===== src/rtl/hsi_pkg.sv =====
// ----------------------------------------------------------------------------
// hsi_pkg
// Types, constants and constant tables shared by the HSI to RGB converter.
// ----------------------------------------------------------------------------
`default_nettype none

package hsi_pkg;

  localparam int FRAC_BITS       = 15;
  localparam int COS_TABLE_DEPTH = 1024;

  localparam longint PI_Q28      = 64'sd843314857;
  localparam longint Q28_UNIT    = 64'sd268435456;
  localparam int     SERIES_TERMS = 15;

  // (2n-1)*(2n) for series term n
  localparam longint SERIES_DIV [1:SERIES_TERMS-1] = '{
    2, 12, 30, 56, 90, 132, 182, 240, 306, 380, 462, 552, 650, 756
  };

  localparam int HUE_W  = 12;
  localparam int SAT_W  = 10;
  localparam int INT_W  = 8;
  localparam int OUT_W  = 16;

  localparam int HUE_WRAP   = 3600;
  localparam int SECTOR_SPAN = 1200;
  localparam int HALF_SPAN  = 600;
  localparam int SAT_MAX    = 1000;

  localparam int OFF_W  = 11;
  localparam int DIFF_W = 11;
  localparam int COS_W  = 22;

  localparam int SH_W   = FRAC_BITS + 1;
  localparam int Q_W    = FRAC_BITS + 2;
  localparam int NUM_W  = 34;
  localparam int DEN_W  = 32;
  localparam int REM_W  = DEN_W + Q_W - 1;

  localparam logic [SH_W-1:0] ONE = SH_W'(1) << FRAC_BITS;

  typedef enum logic [1:0] {
    SECT_RG = 2'd0,
    SECT_GB = 2'd1,
    SECT_BR = 2'd2
  } sector_t;

  typedef logic signed [COS_W-1:0] cos_t;
  typedef cos_t cos_tab_t [0:SECTOR_SPAN];
  typedef logic [SH_W-1:0] xs_tab_t [0:SAT_MAX];

  typedef struct packed {
    logic [REM_W-1:0] rem;
    logic [REM_W-1:0] dsh;
    logic [Q_W-1:0]   q;
    logic [SH_W-1:0]  xs;
    sector_t          sector;
    logic             zero;
  } div_t;

  function automatic longint cos_q20(input longint k);
    longint th;
    longint th2;
    longint term;
    longint sum;
    th   = (k * PI_Q28 + longint'(COS_TABLE_DEPTH / 2)) / COS_TABLE_DEPTH;
    th2  = (th * th) / Q28_UNIT;
    term = Q28_UNIT;
    sum  = Q28_UNIT;
    for (int n = 1; n < SERIES_TERMS; n++) begin
      term = -((term * th2) / Q28_UNIT) / SERIES_DIV[n];
      sum  = sum + term;
    end
    if (sum >= 0) begin
      return (sum + 128) / 256;
    end
    return -((-sum + 128) / 256);
  endfunction

  function automatic cos_tab_t build_cos_tab();
    cos_tab_t tab;
    longint   k;
    for (int t = 0; t <= SECTOR_SPAN; t++) begin
      k      = (longint'(t) * longint'(COS_TABLE_DEPTH) + 900) / 1800;
      tab[t] = COS_W'(cos_q20(k));
    end
    return tab;
  endfunction

  function automatic xs_tab_t build_xs_tab();
    xs_tab_t tab;
    longint  v;
    for (int s = 0; s <= SAT_MAX; s++) begin
      v = (longint'(SAT_MAX - s) * (longint'(1) <<< FRAC_BITS) + 1500) / 3000;
      if (v > (longint'(1) <<< FRAC_BITS)) begin
        v = longint'(1) <<< FRAC_BITS;
      end
      tab[s] = SH_W'(v);
    end
    return tab;
  endfunction

  localparam cos_tab_t COS_TAB = build_cos_tab();
  localparam xs_tab_t  XS_TAB  = build_xs_tab();

endpackage

`default_nettype wire


===== src/rtl/hsi_div_cell.sv =====
// ----------------------------------------------------------------------------
// hsi_div_cell
// One restoring divide step: compare, subtract, shift divisor, take a bit.
// ----------------------------------------------------------------------------
`default_nettype none

module hsi_div_cell (
  input  wire logic          clk,
  input  wire logic          rst,
  input  hsi_pkg::div_t      in_data,
  input  wire logic          in_valid,
  output logic               in_ready,
  output hsi_pkg::div_t      out_data,
  output logic               out_valid,
  input  wire logic          out_ready
);

  logic take;

  assign in_ready = !out_valid || out_ready;
  assign take     = in_data.rem >= in_data.dsh;

  always_ff @(posedge clk) begin
    if (rst) begin
      out_valid <= 1'b0;
    end else if (in_ready) begin
      out_valid <= in_valid;
    end
  end

  always_ff @(posedge clk) begin
    if (in_ready) begin
      out_data     <= in_data;
      out_data.rem <= take ? in_data.rem - in_data.dsh : in_data.rem;
      out_data.dsh <= in_data.dsh >> 1;
      out_data.q   <= {in_data.q[hsi_pkg::Q_W-2:0], take};
    end
  end

endmodule

`default_nettype wire


===== config.mk =====
export PLATFORM = sky130hd
export DESIGN_NAME = hsi_div_cell
export DESIGN_NICKNAME = d
export VERILOG_FILES = /design/src/rtl/hsi_pkg.sv /design/src/rtl/hsi_div_cell.sv
export SDC_FILE = /design/constraint.sdc
export NUM_CORES = 1
export LEC_CHECK = 0
export ABC_AREA = 1
export BUFFER_PORTS_ARGS = -buffer_cell sky130_fd_sc_hd__buf_2
export CAP_MARGIN = 10
export CORE_UTILIZATION = 41
export CTS_CLUSTER_DIAMETER = 50
export DETAILED_ROUTE_END_ITERATION = 10
export PLACE_DENSITY = 0.77
export SLEW_MARGIN = 20
export SYNTH_ARGS = -nofsm -noshare
export SYNTH_HDL_FRONTEND = slang
export SYNTH_SLANG_ARGS = --single-unit

===== constraint.sdc =====
create_clock -name clk -period 7.4 [get_ports clk]
set_clock_uncertainty 0.05 [all_clocks]
set_input_delay 1.48 -clock clk [delete_from_list [all_inputs] [get_ports clk]]
set_output_delay 1.48 -clock clk [all_outputs]
set_load 0.02 [all_outputs]

# Word level (Yosys, flattened, before mapping)
# Index checks and enable logic that the tools add are counted.
# word_totals
input_bits	136
regBits	132
out_inout_bits	134
wordCells	12
# op_classes
n_mux	1
n_addsub	1
magnitude_cmp	1
n_reduce_logical	2
# ops
op	count
>= comparator 48 bit	1
two-way mux 48 bit	1
subtractor 48 bit	1
logical NOT 1 bit	1
logical OR 1 bit	1

# Logic depth before layout (Yosys ltp)
# Gate-level depths: netlist (run 1).
# depth
word_depth	2
depth_mapped	16
depth_no_buf	15

# Worst setup path before layout (run 1)
# OpenSTA, ideal clock, no wires.
# synth_path
path_kind	input to output
start	input out_ready
end	output in_ready
path_buffers	0
t_arrival_ns	4.410
cell_stages	2
required_time_ns	5.870
slack_ns	1.460
cell_sequence	inv_1 -> nand2_1
# synth_via
elab_chain_len	1
# synth_lines
item	line	source
start: declaration	hsi_div_cell.sv:15	input wire logic out_ready
logical OR 1 bit	hsi_div_cell.sv:20	assign in_ready = !out_valid || out_ready;
end: declaration	hsi_div_cell.sv:12	output logic in_ready,
# No other way between the ends.

# Final worst setup path (run 1)
# layout_path
start	input in_data[66] (netlist bit)
end	register out_data[128] (netlist bit), data pin
# layout_via
elab_chain_len	2
word_cells_on_any_way	3
cone_classes	add/sub (1); order compare (1); mux (1)
# layout_lines
item	line	source
start: declaration	hsi_div_cell.sv:10	input hsi_pkg::div_t in_data,
subtractor 48 bit / >= comparator 48 bit (equally long branches)	hsi_div_cell.sv:34, hsi_div_cell.sv:21	
two-way mux 48 bit (*)	hsi_div_cell.sv:34	out_data.rem <= take ? in_data.rem - in_data.dsh : in_data.rem;
end signal: assignment	hsi_div_cell.sv:33	out_data <= in_data;
end: declaration	hsi_div_cell.sv:13	output hsi_pkg::div_t out_data,
# Every way passes the cells marked *; elsewhere a longest branch is shown, timed or not.
# A chain may end at the register's enable or synchronous reset.

==> flow_summary.yaml, run 1 <==
final_layout:
  layout_commonest_cell: "nand2_1"
  instances_no_fill: 1831
  fin_area_mm2: 0.0113
  drive_gt1_frac: 0.204
  fin_nets: 1722
  nFillCells: 2218
  syn_to_final_growth_pct: 23.8
  final_cell_mix: "nand2_1 (461), inv_1 (311), buf_2 (267)"
sta:
  setup_viol: 0
  hold_violations: 0
  post-route-period-util: 0.680
  fmax_mhz: 199
  fin_tns_setup_ps: 0
  drv_slew: 0
  post-route-min-period_ps: 5030
  slew_headroom: 0.281
  worst_pin_slew_ps: 1080
  hold_slack_ps: 751
  rsz0062_at_grt: "no"
clock_tree:
  cts_made_buffers: 17
  clockBufferDepth: 2
  post_cts_buffers: 0
  cts_tree: "yes"
  cts_root_buf: "clkbuf_16"
  clk_pin_slew_ps: 70
  htree_levels: 4
  clock_latency_ps: 430
  cts.sinks: 132
  cts_resized: 0
  cts_hold_buf: 0
pwr:
  finalPower_mw: 2.43
  ir_drop_mv: 0.133
  p_leak_nw: 6.35
  p_per_area_mw_per_mm2: 215
setup_path:
  r2r_slack_ps: 5710
  r2r_cells: 2
  cp_max_fo: 46
  cp.arrival_ps: 5280
  reg2reg_from: "out_valid"
  worstPathRequired_ps: 7640
  setup.worst_path.end_class: "flop"
  worstSetupStartpointType: "input port"
  r2r-end: "out_data[70]"
  critPathKind: "in2reg"
placement:
  place_inst: 1798
  port_buffers: 267
  dpl-instance-area_mm2: 0.0107
  gp_congestion: 0.918
  place_hpwl_um: 21600
yosys:
  seq_area_frac_synth: 0.433
  syn_nets: 1449
  ys_ff_latch: 132
  yosysUniqueCellTypes: 32
  yosys_warnings: 0
  synth_area_mm2: 0.00914
  synthCells: 1264
  syn_area_per_cell_um2: 7.23
floorplanning:
  initial_core_util: 0.419
  core_mm2: 0.0218
  rows: 54
  die_x_um: 151
  die_height_um: 151
  ios: 270
  dieArea_mm2: 0.0229
route:
  drt_wl_total_um: 26500
  wl_per_cell_um: 14.4
  vias: 8580
  drc: 0
  vias_per_cell: 4.69
  firstDrtPassIters: 6
  ant_nets: 0
  drt-initial-drc-count: 561
grt:
  grt_pass1_vias: 7963
  grt_pass1_wl_um: 40000
  grt_max_degree: 57
  grt_usage: 0.232
  gr-total-overflow: 0
  grt_antenna_before_repair: 1
worst_hold_path:
  hold_start: "out_valid"
  min_to: "out_data[26]"
  hold_depth: 1
  hold_path_class: "reg2reg"
flow_run:
  cap_violations: 0
outcome:
  status: "finished clean"
-- cells in the mapped netlist, drive strengths merged --
library cell / instances / area, µm²
conb: 1 / 3.75
nand3b: 3 / 22.5
nor3: 3 / 15.0
buf: 13 / 106
nor2: 95 / 379
clkbuf: 3 / 11.3
nand4: 38 / 244
xnor2: 1 / 8.76
nand3: 65 / 325
nand2: 465 / 1750
or2: 1 / 6.26
inv: 312 / 1170
o21ai: 25 / 125
ha: 48 / 601
a21o: 1 / 7.51
dfxtp: 1 / 20.0
and2: 2 / 12.5
o21bai: 1 / 7.51
edfxtp: 131 / 3930
fa: 1 / 20.0
nor4: 2 / 12.5
xor2: 24 / 210
a21oi: 28 / 140
-- cells by family after synthesis --
kind of cell    Yosys count  synth area share
compound gates           55            0.0307
xor+xnor                 25            0.0240
fa+ha+maj                49            0.0679
buf+inv                 328             0.141
flops                   132             0.433
other cells               1          0.000410
simple gates            674             0.303
-- worst max path at each step --
stage | from | endpoint | slack (ps)
2_1_floorplan | out_ready | in_ready | 1460
3_3_place_gp | in_data[81] | out_data[123] | 1920
3_5_place_dp | in_data[81] | out_data[123] | 1900
4_1_cts | in_data[81] | out_data[128] | 2340
5_1_grt | in_data[81] | out_data[128] | 1980
6_report | in_data[66] | out_data[128] | 2370
-- through the flow --
step	setup slack (ps)	utilization
5_1_grt	1980	0.518
6_report	2370	0.518
3_3_place_gp	1920	0.492
3_5_place_dp	1900	0.492
2_1_floorplan	1460	-
4_1_cts	2340	0.518
-- metal layers --
metal | wire length [µm] | GRT usage | share of wire
met5 | 0 | 0 | 0
met4 | 268 | 0.0560 | 0.010
met3 | 1790 | 0.0343 | 0.068
met2 | 12300 | 0.395 | 0.47
met1 | 12000 | 0.307 | 0.46
-- worst max-delay path, cell delays in order --
cell     delay (ps)
buf_2            90
inv_1            30
ha_1            410
nand2_1         200
nor2_2          250
nand2_2         120
nor2_4          150
nand3_1         750
nand4_2         940
buf_4           540
nand3_1         190
nand2_1         100
-- power breakdown --
part / switching, mW / leakage [nW] / total, mW / internal (mW)
sequential: 0.0180 / 1.38 / 0.939 / 0.921
combinational: 0.444 / 4.70 / 0.653 / 0.209
clock: 0.381 / 0.280 / 0.834 / 0.454
total: 0.843 / 6.35 / 2.43 / 1.58
-- sequential cells by signal, summed over array words and instances (netlist names) --
register and flops:
out_valid 1, out_data 131
-- final cells by class --
class	instances	area, µm²	share of cell area
Antenna cell	1	2.50	0.000221
Clock buffer	18	439	0.0388
Clock inverter	14	134	0.0118
Inverter	312	1170	0.104
Multi-Input combinational cell	804	3900	0.345
Sequential cell	132	3950	0.350
Tap cell	280	350	0.0310
Timing Repair Buffer	270	1360	0.120
No activity file was read; power rests on OpenSTA's default activity.
==> run 2, diff against run 1 <==
clock period = 5.1 ns   (was 7.4 ns; I/O delays follow)
==> run 2 against run 1 <==
  * Total power grew 46%
  * First-iteration DRC count fell by 21%
  * Highest routed layer unchanged
  * Worst setup slack worse by 980 ps
  * Clock-buffer cell count unchanged
  * Wire length is 3.0% higher
  * Flip-flop and latch count did not move
  * Non-clock buffer count grew 1
  * Clock power increased by 46%
==> flow_summary.yaml, run 2 (synthesis results as in run 1) <==
outcome:
  status: "finished clean"
final_layout:
  reg_top3: "out_data (131), out_valid (1)"
  regMostFlops: "out_data"
  layout_commonest_cell: "nand2_1"
  seq_area_mm2: 0.00395
  fin_nets: 1723
  final_cell_mix: "nand2_1 (461), inv_1 (311), buf_2 (267)"
  multi_input_area_mm2: 0.00390
  largest_reg_flops: 131
  syn_to_final_growth_pct: 24.0
  nFillCells: 2176
  antennaDiodeCount: 0
  drive_gt1_frac: 0.204
grt:
  grt_pass1_vias: 7943
  gr-total-overflow: 0
  grt_usage: 0.239
  grt_max_degree: 133
  grt_antenna_before_repair: 0
  grt_pass1_wl_um: 40900
sta:
  worst_pin_slew_ps: 1000
  rsz0062_at_grt: "no"
  drv_slew: 0
  fin_tns_setup_ps: 0
  hold_violations: 0
  fmax_mhz: 269
  post-route-min-period_ps: 3710
  setup_viol: 0
  post-route-period-util: 0.728
  slew_headroom: 0.330
placement:
  port_buffers: 267
  place_hpwl_um: 22000
  gp_congestion: 0.899
setup_path:
  cp_max_fo: 49
  worstSetupStartpointType: "input port"
  setup.worst_path.end_class: "flop"
  worstPathRequired_ps: 5340
  cp.arrival_ps: 3950
  reg2reg_from: "out_valid"
  worstSetupStartpoint: "in_data[36]"
  r2r_slack_ps: 3630
  critPathKind: "in2reg"
clock_tree:
  cts_resized: 0
  clock_latency_ps: 420
  cts_tree: "yes"
  htree_levels: 4
  clockBufferDepth: 2
  cts_made_buffers: 17
  cts_hold_buf: 0
  clk_pin_slew_ps: 60
  cts_root_buf: "clkbuf_16"
  cts.sinks: 132
  post_cts_buffers: 0
pwr:
  finalPower_mw: 3.53
  p_per_area_mw_per_mm2: 312
  ir_drop_mv: 0.211
  p_leak_nw: 6.35
floorplanning:
  rows: 54
  die_height_um: 151
  initial_core_util: 0.419
  ios: 270
  die_x_um: 151
  dieArea_mm2: 0.0229
  core_mm2: 0.0218
route:
  vias: 8585
  drc: 0
  firstDrtPassIters: 5
  drt_wl_total_um: 27200
  vias_per_cell: 4.69
  ant_nets: 0
  wl_per_cell_um: 14.9
  drt-initial-drc-count: 442
flow_run:
  cap_violations: 0
worst_hold_path:
  hold_path_class: "in2reg"
  hold_start: "rst"
-- run 2: worst paths after layout --
kind                   end  cells after the start
max reg2reg  out_data[126]                      2
min              out_valid                      2
max          out_data[116]                     15
min reg2reg   out_data[24]                      2
-- run 2: metrics by stage --
| stage | area (µm²) | instances | setup slack [ps] | hold slack, ps | utilization |
|---|---|---|---|---|---|
| after floorplan | 9140 | 1264 | 79.9 | 1040 | - |
| after global placement | 10800 | 1799 | 996 | 975 | 0.493 |
| after detailed placement | 10800 | 1799 | 910 | 978 | 0.493 |
| after CTS | 11300 | 1831 | 1350 | 678 | 0.519 |
| after global routing | 11300 | 1831 | 1100 | 688 | 0.519 |
| final | 11300 | 1831 | 1390 | 693 | 0.519 |
-- run 2: layout make-up --
type | count | share of cell area
Sequential cell | 132 | 0.349
Multi-Input combinational cell | 804 | 0.344
Timing Repair Buffer | 271 | 0.122
Inverter | 312 | 0.103
Clock buffer | 18 | 0.0379
Tap cell | 280 | 0.0309
Clock inverter | 14 | 0.0126
-- run 2: routing by layer --
layer / wire length [µm] / global-route usage
met5: 0 / 0
met4: 310 / 0.0565
met3: 1780 / 0.0401
met2: 12400 / 0.390
met1: 12800 / 0.328
-- run 2: power by group --
part	total, mW	leakage (nW)	switching (mW)	internal (mW)
Combinational	0.950	4.71	0.644	0.305
Clock	1.22	0.265	0.533	0.686
Sequential	1.36	1.38	0.0275	1.34
-- run 2: critical path: stages --
cell and delay, ps:
buf_2 100, ha_1 220, fa_1 440, inv_1 80, nand2_1 50, nand2_1 90
nand3_1 70, nand2_1 160, nand2_1 70, nand2_1 180, nand2_2 390, nand4_2 240
buf_4 450, nand3_1 240, nand2_1 130
