**config.mk**
```make
export PLATFORM = sky130hd
export DESIGN_NAME = hsi_back_flat
export DESIGN_NICKNAME = d
export VERILOG_FILES = /design/src/rtl/hsi_pkg.sv /design/src/rtl/hsi_if.sv /design/src/rtl/hsi_back.sv /design/src/flat_wrapper.sv
export SDC_FILE = /design/constraint.sdc
export NUM_CORES = 1
export LEC_CHECK = 0
export BUFFER_PORTS_ARGS = -buffer_cell sky130_fd_sc_hd__buf_4
export CAP_MARGIN = 20
export CORE_MARGIN = 2
export CORE_UTILIZATION = 43
export CTS_CLUSTER_DIAMETER = 80
export DETAILED_ROUTE_END_ITERATION = 10
export PLACE_DENSITY = 0.73
export SLEW_MARGIN = 10
export SYNTH_ARGS = -nofsm -noshare
export SYNTH_HDL_FRONTEND = slang
export SYNTH_SLANG_ARGS = --single-unit
```
**constraint.sdc**
```tcl
create_clock -name clk -period 5.25 [get_ports clk]
set_input_delay 0.7875 -clock clk [delete_from_list [all_inputs] [get_ports clk]]
set_output_delay 0.7875 -clock clk [all_outputs]
set_load 0.03 [all_outputs]
```
**src/rtl/hsi_pkg.sv**
```systemverilog
// ----------------------------------------------------------------------------
// hsi_pkg
// Types, constants and constant tables shared by the HSI to RGB converter.
// ----------------------------------------------------------------------------
`default_nettype none

package hsi_pkg;

  localparam int FRAC_BITS       = 15;
  localparam int COS_TABLE_DEPTH = 1024;

  localparam longint PI_Q28      = 64'sd843314857;
  localparam longint Q28_UNIT    = 64'sd268435456;
  localparam int     SERIES_TERMS = 15;

  // (2n-1)*(2n) for series term n
  localparam longint SERIES_DIV [1:SERIES_TERMS-1] = '{
    2, 12, 30, 56, 90, 132, 182, 240, 306, 380, 462, 552, 650, 756
  };

  localparam int HUE_W  = 12;
  localparam int SAT_W  = 10;
  localparam int INT_W  = 8;
  localparam int OUT_W  = 16;

  localparam int HUE_WRAP   = 3600;
  localparam int SECTOR_SPAN = 1200;
  localparam int HALF_SPAN  = 600;
  localparam int SAT_MAX    = 1000;

  localparam int OFF_W  = 11;
  localparam int DIFF_W = 11;
  localparam int COS_W  = 22;

  localparam int SH_W   = FRAC_BITS + 1;
  localparam int Q_W    = FRAC_BITS + 2;
  localparam int NUM_W  = 34;
  localparam int DEN_W  = 32;
  localparam int REM_W  = DEN_W + Q_W - 1;

  localparam logic [SH_W-1:0] ONE = SH_W'(1) << FRAC_BITS;

  typedef enum logic [1:0] {
    SECT_RG = 2'd0,
    SECT_GB = 2'd1,
    SECT_BR = 2'd2
  } sector_t;

  typedef logic signed [COS_W-1:0] cos_t;
  typedef cos_t cos_tab_t [0:SECTOR_SPAN];
  typedef logic [SH_W-1:0] xs_tab_t [0:SAT_MAX];

  typedef struct packed {
    logic [REM_W-1:0] rem;
    logic [REM_W-1:0] dsh;
    logic [Q_W-1:0]   q;
    logic [SH_W-1:0]  xs;
    sector_t          sector;
    logic             zero;
  } div_t;

  function automatic longint cos_q20(input longint k);
    longint th;
    longint th2;
    longint term;
    longint sum;
    th   = (k * PI_Q28 + longint'(COS_TABLE_DEPTH / 2)) / COS_TABLE_DEPTH;
    th2  = (th * th) / Q28_UNIT;
    term = Q28_UNIT;
    sum  = Q28_UNIT;
    for (int n = 1; n < SERIES_TERMS; n++) begin
      term = -((term * th2) / Q28_UNIT) / SERIES_DIV[n];
      sum  = sum + term;
    end
    if (sum >= 0) begin
      return (sum + 128) / 256;
    end
    return -((-sum + 128) / 256);
  endfunction

  function automatic cos_tab_t build_cos_tab();
    cos_tab_t tab;
    longint   k;
    for (int t = 0; t <= SECTOR_SPAN; t++) begin
      k      = (longint'(t) * longint'(COS_TABLE_DEPTH) + 900) / 1800;
      tab[t] = COS_W'(cos_q20(k));
    end
    return tab;
  endfunction

  function automatic xs_tab_t build_xs_tab();
    xs_tab_t tab;
    longint  v;
    for (int s = 0; s <= SAT_MAX; s++) begin
      v = (longint'(SAT_MAX - s) * (longint'(1) <<< FRAC_BITS) + 1500) / 3000;
      if (v > (longint'(1) <<< FRAC_BITS)) begin
        v = longint'(1) <<< FRAC_BITS;
      end
      tab[s] = SH_W'(v);
    end
    return tab;
  endfunction

  localparam cos_tab_t COS_TAB = build_cos_tab();
  localparam xs_tab_t  XS_TAB  = build_xs_tab();

endpackage

`default_nettype wire

```
**src/rtl/hsi_if.sv**
```systemverilog
// ----------------------------------------------------------------------------
// hsi_in_if / hsi_out_if
// Valid/ready channels for HSI items in and RGB items out.
// ----------------------------------------------------------------------------
`default_nettype none


interface hsi_out_if;
  logic                       valid;
  logic                       ready;
  logic [hsi_pkg::OUT_W-1:0]  red_out;
  logic [hsi_pkg::OUT_W-1:0]  green_out;
  logic [hsi_pkg::OUT_W-1:0]  blue_out;
  logic                       zero_intensity;
  modport source (output valid, red_out, green_out, blue_out, zero_intensity, input ready);
  modport sink   (input valid, red_out, green_out, blue_out, zero_intensity, output ready);
endinterface

`default_nettype wire

```
**src/rtl/hsi_back.sv**
```systemverilog
// ----------------------------------------------------------------------------
// hsi_back
// Clamp shares, route them to channels by sector, hold the result item.
// ----------------------------------------------------------------------------
`default_nettype none

module hsi_back (
  input  wire logic          clk,
  input  wire logic          rst,
  input  hsi_pkg::div_t      in_data,
  input  wire logic          in_valid,
  output logic               in_ready,
  hsi_out_if.source          pix_out
);

  logic [hsi_pkg::SH_W-1:0]    ys, zs, r, g, b;
  logic signed [hsi_pkg::SH_W+2:0] zt;
  logic [hsi_pkg::SH_W+hsi_pkg::OUT_W-1:0] re, ge, be;

  assign in_ready = !pix_out.valid || pix_out.ready;

  always_comb begin
    ys = (in_data.q > hsi_pkg::Q_W'(hsi_pkg::ONE)) ? hsi_pkg::ONE
                                                   : in_data.q[hsi_pkg::SH_W-1:0];
    zt = $signed({3'b000, hsi_pkg::ONE}) - $signed({3'b000, in_data.xs})
       - $signed({3'b000, ys});
    if (zt < 0) begin
      zs = '0;
    end else if (zt > $signed({3'b000, hsi_pkg::ONE})) begin
      zs = hsi_pkg::ONE;
    end else begin
      zs = zt[hsi_pkg::SH_W-1:0];
    end
    case (in_data.sector)
      hsi_pkg::SECT_RG: begin b = in_data.xs; r = ys; g = zs; end
      hsi_pkg::SECT_GB: begin r = in_data.xs; g = ys; b = zs; end
      default:          begin g = in_data.xs; b = ys; r = zs; end
    endcase
    if (in_data.zero) begin
      r = '0;
      g = '0;
      b = '0;
    end
    re = {{hsi_pkg::OUT_W{1'b0}}, r};
    ge = {{hsi_pkg::OUT_W{1'b0}}, g};
    be = {{hsi_pkg::OUT_W{1'b0}}, b};
  end

  always_ff @(posedge clk) begin
    if (rst) begin
      pix_out.valid <= 1'b0;
    end else if (in_ready) begin
      pix_out.valid <= in_valid;
    end
  end

  always_ff @(posedge clk) begin
    if (in_ready) begin
      pix_out.red_out        <= re[hsi_pkg::OUT_W-1:0];
      pix_out.green_out      <= ge[hsi_pkg::OUT_W-1:0];
      pix_out.blue_out       <= be[hsi_pkg::OUT_W-1:0];
      pix_out.zero_intensity <= in_data.zero;
    end
  end

endmodule

`default_nettype wire

```
**src/flat_wrapper.sv**
```systemverilog
// flat-port wrapper written by rule: the top's interface ports become plain ports
module hsi_back_flat 
  (clk, rst, in_data, in_valid, in_ready, pix_out_valid, pix_out_red_out, pix_out_green_out, pix_out_blue_out, pix_out_zero_intensity, pix_out_ready);
  hsi_out_if pix_out_i ();
  input  wire logic clk;
  input  wire logic rst;
  input  hsi_pkg::div_t in_data;
  input  wire logic in_valid;
  output logic in_ready;
  output wire logic [$bits(pix_out_i.valid)-1:0] pix_out_valid;
  output wire logic [$bits(pix_out_i.red_out)-1:0] pix_out_red_out;
  output wire logic [$bits(pix_out_i.green_out)-1:0] pix_out_green_out;
  output wire logic [$bits(pix_out_i.blue_out)-1:0] pix_out_blue_out;
  output wire logic [$bits(pix_out_i.zero_intensity)-1:0] pix_out_zero_intensity;
  input wire logic [$bits(pix_out_i.ready)-1:0] pix_out_ready;
  assign pix_out_valid = pix_out_i.valid;
  assign pix_out_red_out = pix_out_i.red_out;
  assign pix_out_green_out = pix_out_i.green_out;
  assign pix_out_blue_out = pix_out_i.blue_out;
  assign pix_out_zero_intensity = pix_out_i.zero_intensity;
  assign pix_out_i.ready = pix_out_ready;
  hsi_back u_core (.clk(clk), .rst(rst), .in_data(in_data), .in_valid(in_valid), .in_ready(in_ready), .pix_out(pix_out_i));
endmodule
```
## After elaboration in Yosys (flattened, before gate mapping)

Cells that the tools add are included.
Widths: inputs -> output; s select.

- Bits in registers: 50
- Input port bits: 136
- Output and inout port bits: 51

- $add $sub $neg: 2
- Magnitude comparators: 3
- Equality and inequality tests: 1
- Multiplexer cells: 6
- Reduce and logical (&&, ||, !) cells: 3

Operators by type and width:

| cell | number |
|---|---|
| $pmux 16 s2 | 3 |
| $mux 16 | 3 |
| $gt 19x17->1 const B | 1 |
| $lt 19x1->1 const B | 1 |
| $sub 17x17->18 | 1 |
| $gt 17x16->1 const B | 1 |
| $sub 16x16->17 const A | 1 |
| $eq 2x1->1 const B | 1 |
| $logic_not 2->1 | 1 |
| $logic_not 1->1 | 1 |
| $logic_or 1x1->1 | 1 |

## Logic depth before layout (Yosys ltp)

- Word-level depth: 7
- Depth in mapped cells: 19
- Gate-level depth less buffers: 16

## Worst setup path after synthesis

Ideal clock, no wire load.

- Path kind: input-to-reg
- Start: input in_data[26] in the netlist's numbering
- End: register u_core.pix_out.green_out[0] (data pin)
- Data arrival time: 4354 ps
- Setup slack: 619 ps
- Stages on the path: 15
- Buffers on the path: 2
- Path through: nor4_1 a41o_1 clkbuf_1 clkbuf_1 nand2_1 ha_1 nor2b_1 o31a_1 o21ai_1 a211oi_2 o21a_1 o311a_1 and4bb_4 nor3b_4 a2111oi_2

- Word-level cells in the longest chain between the ends: 7
- Elaborated cells on any way between the ends: 8
- Classes of those cells: add/sub (1); order compare (3); mux (4)

Ends and longest elaborated chain:

| item | RTL line | text |
|---|---|---|
| start, declared | flat_wrapper.sv:7 | `input hsi_pkg::div_t in_data;` |
| $gt 17x16->1 | hsi_back.sv:23 | `ys = (in_data.q > hsi_pkg::Q_W'(hsi_pkg::ONE)) ? hsi_pkg::ONE` |
| $mux 16 * | hsi_back.sv:23 |  |
| $sub 17x17->18 | hsi_back.sv:26 | `- $signed({3'b000, ys});` |
| $gt 19x17->1 | hsi_back.sv:29 | `end else if (zt > $signed({3'b000, hsi_pkg::ONE})) begin` |
| $mux 16 | hsi_back.sv:29 |  |
| $mux 16 | hsi_back.sv:27 | `if (zt < 0) begin` |
| $pmux 16 s2 * | hsi_back.sv:34 | `case (in_data.sector)` |
| end signal, assigned | hsi_back.sv:60 | `pix_out.green_out <= ge[hsi_pkg::OUT_W-1:0];` |
| end, declared | hsi_if.sv:15 | `modport source (output valid, red_out, green_out, blue_out, zero_intensity, input ready);` |

Every way passes the cells marked *; elsewhere a longest branch is shown, timed or not.
A chain may end at the register's enable or synchronous reset.

## Worst setup path in the final report

- Start: input in_data[8] in the netlist's numbering
- End: register u_core.pix_out.green_out[1] (data pin)

- Word-level cells in the longest chain between the ends: 6
- Elaborated cells on any way between the ends: 7
- Classes of those cells: add/sub (2); order compare (2); mux (3)

Ends and longest elaborated chain:

| item | RTL line | text |
|---|---|---|
| $sub 16x16->17 * | hsi_back.sv:25 | `zt = $signed({3'b000, hsi_pkg::ONE}) - $signed({3'b000, in_data.xs})` |
| $sub 17x17->18 * | hsi_back.sv:26 |  |
| $gt 19x17->1 | hsi_back.sv:29 |  |
| $mux 16 | hsi_back.sv:29 |  |
| $mux 16 * | hsi_back.sv:27 |  |
| $pmux 16 s2 * | hsi_back.sv:34 |  |

Marked as above.

==> impl_metrics.ini <==
[setup_path]
r2r-start = u_core.pix_out.valid
criticalPathCategory = primary input to flip-flop
crit_buf_inv = 1
critPathSlowestCell = or4_4
cp_slowest_stage_delay_ns = 0.56
cp-end-kind = flip-flop
required_ns = 5.36
cp_top_family = simple AND/OR/NAND/NOR gates
r2r_setup_slack_ns = 3.97
cp_max_fo = 9
r2r_end = u_core.pix_out.red_out[13]
crit_path_cell_trace = buf_4 > or4_4 > or4_1 > nor3_1 > xnor2_1 > ha_1 > a21o_1 > and2_1 > nor3_1 > o211a_1 > or2_2 > a311oi_2 > and4bb_4 > nor3b_4 > a2111oi_2
crit_arrival_ns = 4.95
worstRegToRegCells = 2
cp-start-kind = primary input
cpMostUsedCell = nor3_1

[power]
p_clk_frac = 0.224
switching_share = 0.354
seq_power_share = 0.397
switchingPower_uw = 433
combPwrFrac = 0.379
powerDensity_nw_per_um2 = 239
leakage_nw = 2.05
ir_drop_mv = 0.133
power_mw = 1.22
p_int_uw = 792

[synth]
synth-seq-cells = 50
synthDistinctLibCells = 71
yosysMostFrequentCell = edfxtp_1
synthArstFlopShare = 0
netlist_instances = 478
avgSynthCellArea_sq_um = 8.76
synth_edf_count = 49
synth_top_cell_area_share = 0.351
synth_common_cells = edfxtp_1, nor2_1, nand2_1
ys_seq_area_frac = 0.356
synth_area_leader_cell = edfxtp_1
yosys_warnings = 0
ys.flop_type = edfxtp_1
syn_nets = 631
synth_area_sq_um = 4190
synth_area_leaders = edfxtp_1, ha_1, a21oi_1

[job]
cap_violations = 0

[die]
ios = 187
rows = 36
core_sq_um = 9590
initial_core_util = 0.437
fp.dieW_um = 103
design.die.area_sq_um = 10500
die_y_um = 103

[sta]
layout_setup_ws_ns = 0.410
fin_hold_ws_ns = 0.626
rsz0062_at_grt = no
setup_viol = 0
final.period_utilization = 0.922
skew_ns = 0.0155
drv_slew = 0
layout_min_cycle_time_ns = 4.84
worstMarginPinSlew_ns = 0.847
relSlewSlack = 0.428
hold_violations = 0
max_freq_ghz = 0.207
fin_tns_setup_ns = 0

[outcome]
status = finished clean

[min_path]
min_path_cells = 2
worstHoldEndpoint = u_core.pix_out.valid
hp-class = primary input to flip-flop
hp-start = rst

[clock_tree]
clockRootBuffer = clkbuf_8
cts_buffers = 5
postCtsHoldBufs = 0
cts_setup_buffers = 0
cts.clk_slew.worst_paths_ns = 0.08
h-tree-depth = 2
cts_tree = yes
ctsResizeCount = 0
worstSkewPairLatency_ns = 0.31
clockBufferDepth = 2
clock-sinks = 50

[finish]
nNetsFinal = 712
n_antenna_cell = 0
drive_gt1_frac = 0.245
final_design_area_no_fill_sq_um = 5130
instances_no_fill = 693
area_growth_syn_to_layout_pct = 22.5
final_util = 0.535

[placed_design]
place.gp.congestion = 1.05
dp.cells = 685
io_buffers = 90
dpl_cell_area_sq_um = 5020
post-place-ws_ns = 0.126
detailed_place_hpwl_mm = 9.51

[grt]
grt_max_degree = 65
antenna_found_initial = 0
grt_first_pass_wirelength_mm = 19.7
grt_pass1_vias = 3781
track_usage = 0.238
overflow = 0

[detailed_routing]
dr.pass1.iters = 5
routedWlPerCell_um = 18.2
routed_wl_mm = 12.6
drc = 0
avgViaCountPerCell = 6.22
dr_total_vias = 4309
drtIter0Drc = 597
ant_nets = 0
## power by group through the flow
stage                     clock network (mW)  registers (mW)  logic [mW]
after global routing                   0.291           0.490       0.498
after floorplan                            0           0.567       0.222
after global placement                     0           0.495       0.444
after CTS                              0.277           0.487       0.455
final                                  0.275           0.486       0.464
after detailed placement                   0           0.496       0.454
## how the worst max path moves through the flow
stage                           start  cells after the start                           to  slack, ns
after floorplan           in_data[26]                     15  u_core.pix_out.green_out[0]       0.62
after global placement     in_data[8]                     15  u_core.pix_out.green_out[1]       0.18
after detailed placement   in_data[8]                     15  u_core.pix_out.green_out[1]       0.13
after CTS                  in_data[8]                     15  u_core.pix_out.green_out[1]       0.44
after global routing       in_data[8]                     17  u_core.pix_out.blue_out[15]       0.24
final                      in_data[8]                     15  u_core.pix_out.green_out[1]       0.41
## logic make-up (layout without fill, tap and decap cells)
| group | Yosys count | after routing | synth area share |
|---|---|---|---|
| simple gates | 187 | 187 | 0.228 |
| flops | 50 | 50 | 0.356 |
| fa+ha+maj | 17 | 17 | 0.0526 |
| xor+xnor | 17 | 17 | 0.0355 |
| mux | 4 | 4 | 0.00956 |
| buf+inv | 49 | 131 | 0.0490 |
| compound gates | 154 | 154 | 0.269 |
## cells in the final DEF, fill, tap and decap left out, types with 12 or more instances in the layout
master      n
edfxtp_1   49
ha_1       16
inv_1      18
nand3_1    18
o21ai_0    19
buf_4     104
nor3_1     21
a21oi_1    36
nand2_1    42
xnor2_1    12
nor2_1     46
## cell type report
cell class / instances / area, sq um
Fill cell: 888 / 4460
Multi-Input combinational cell: 379 / 2490
Sequential cell: 50 / 1490
Timing Repair Buffer: 105 / 801
Tap cell: 133 / 166
Clock buffer: 6 / 72.6
Inverter: 18 / 67.6
Clock inverter: 2 / 37.5
## per-layer routing
layer / track usage / wire length [um]
met1: 0.361 / 5680
met2: 0.368 / 5640
met3: 0.0176 / 1020
met4: 0.0636 / 240
met5: 0 / 0
## state kept, by name, indices dropped and copies added, names as in the netlist
signal / count
u_core.pix_out.blue_out: 16
u_core.pix_out.green_out: 16
u_core.pix_out.red_out: 16
u_core.pix_out.valid: 1
u_core.pix_out.zero_intensity: 1
(Power assumes the default switching activity.)
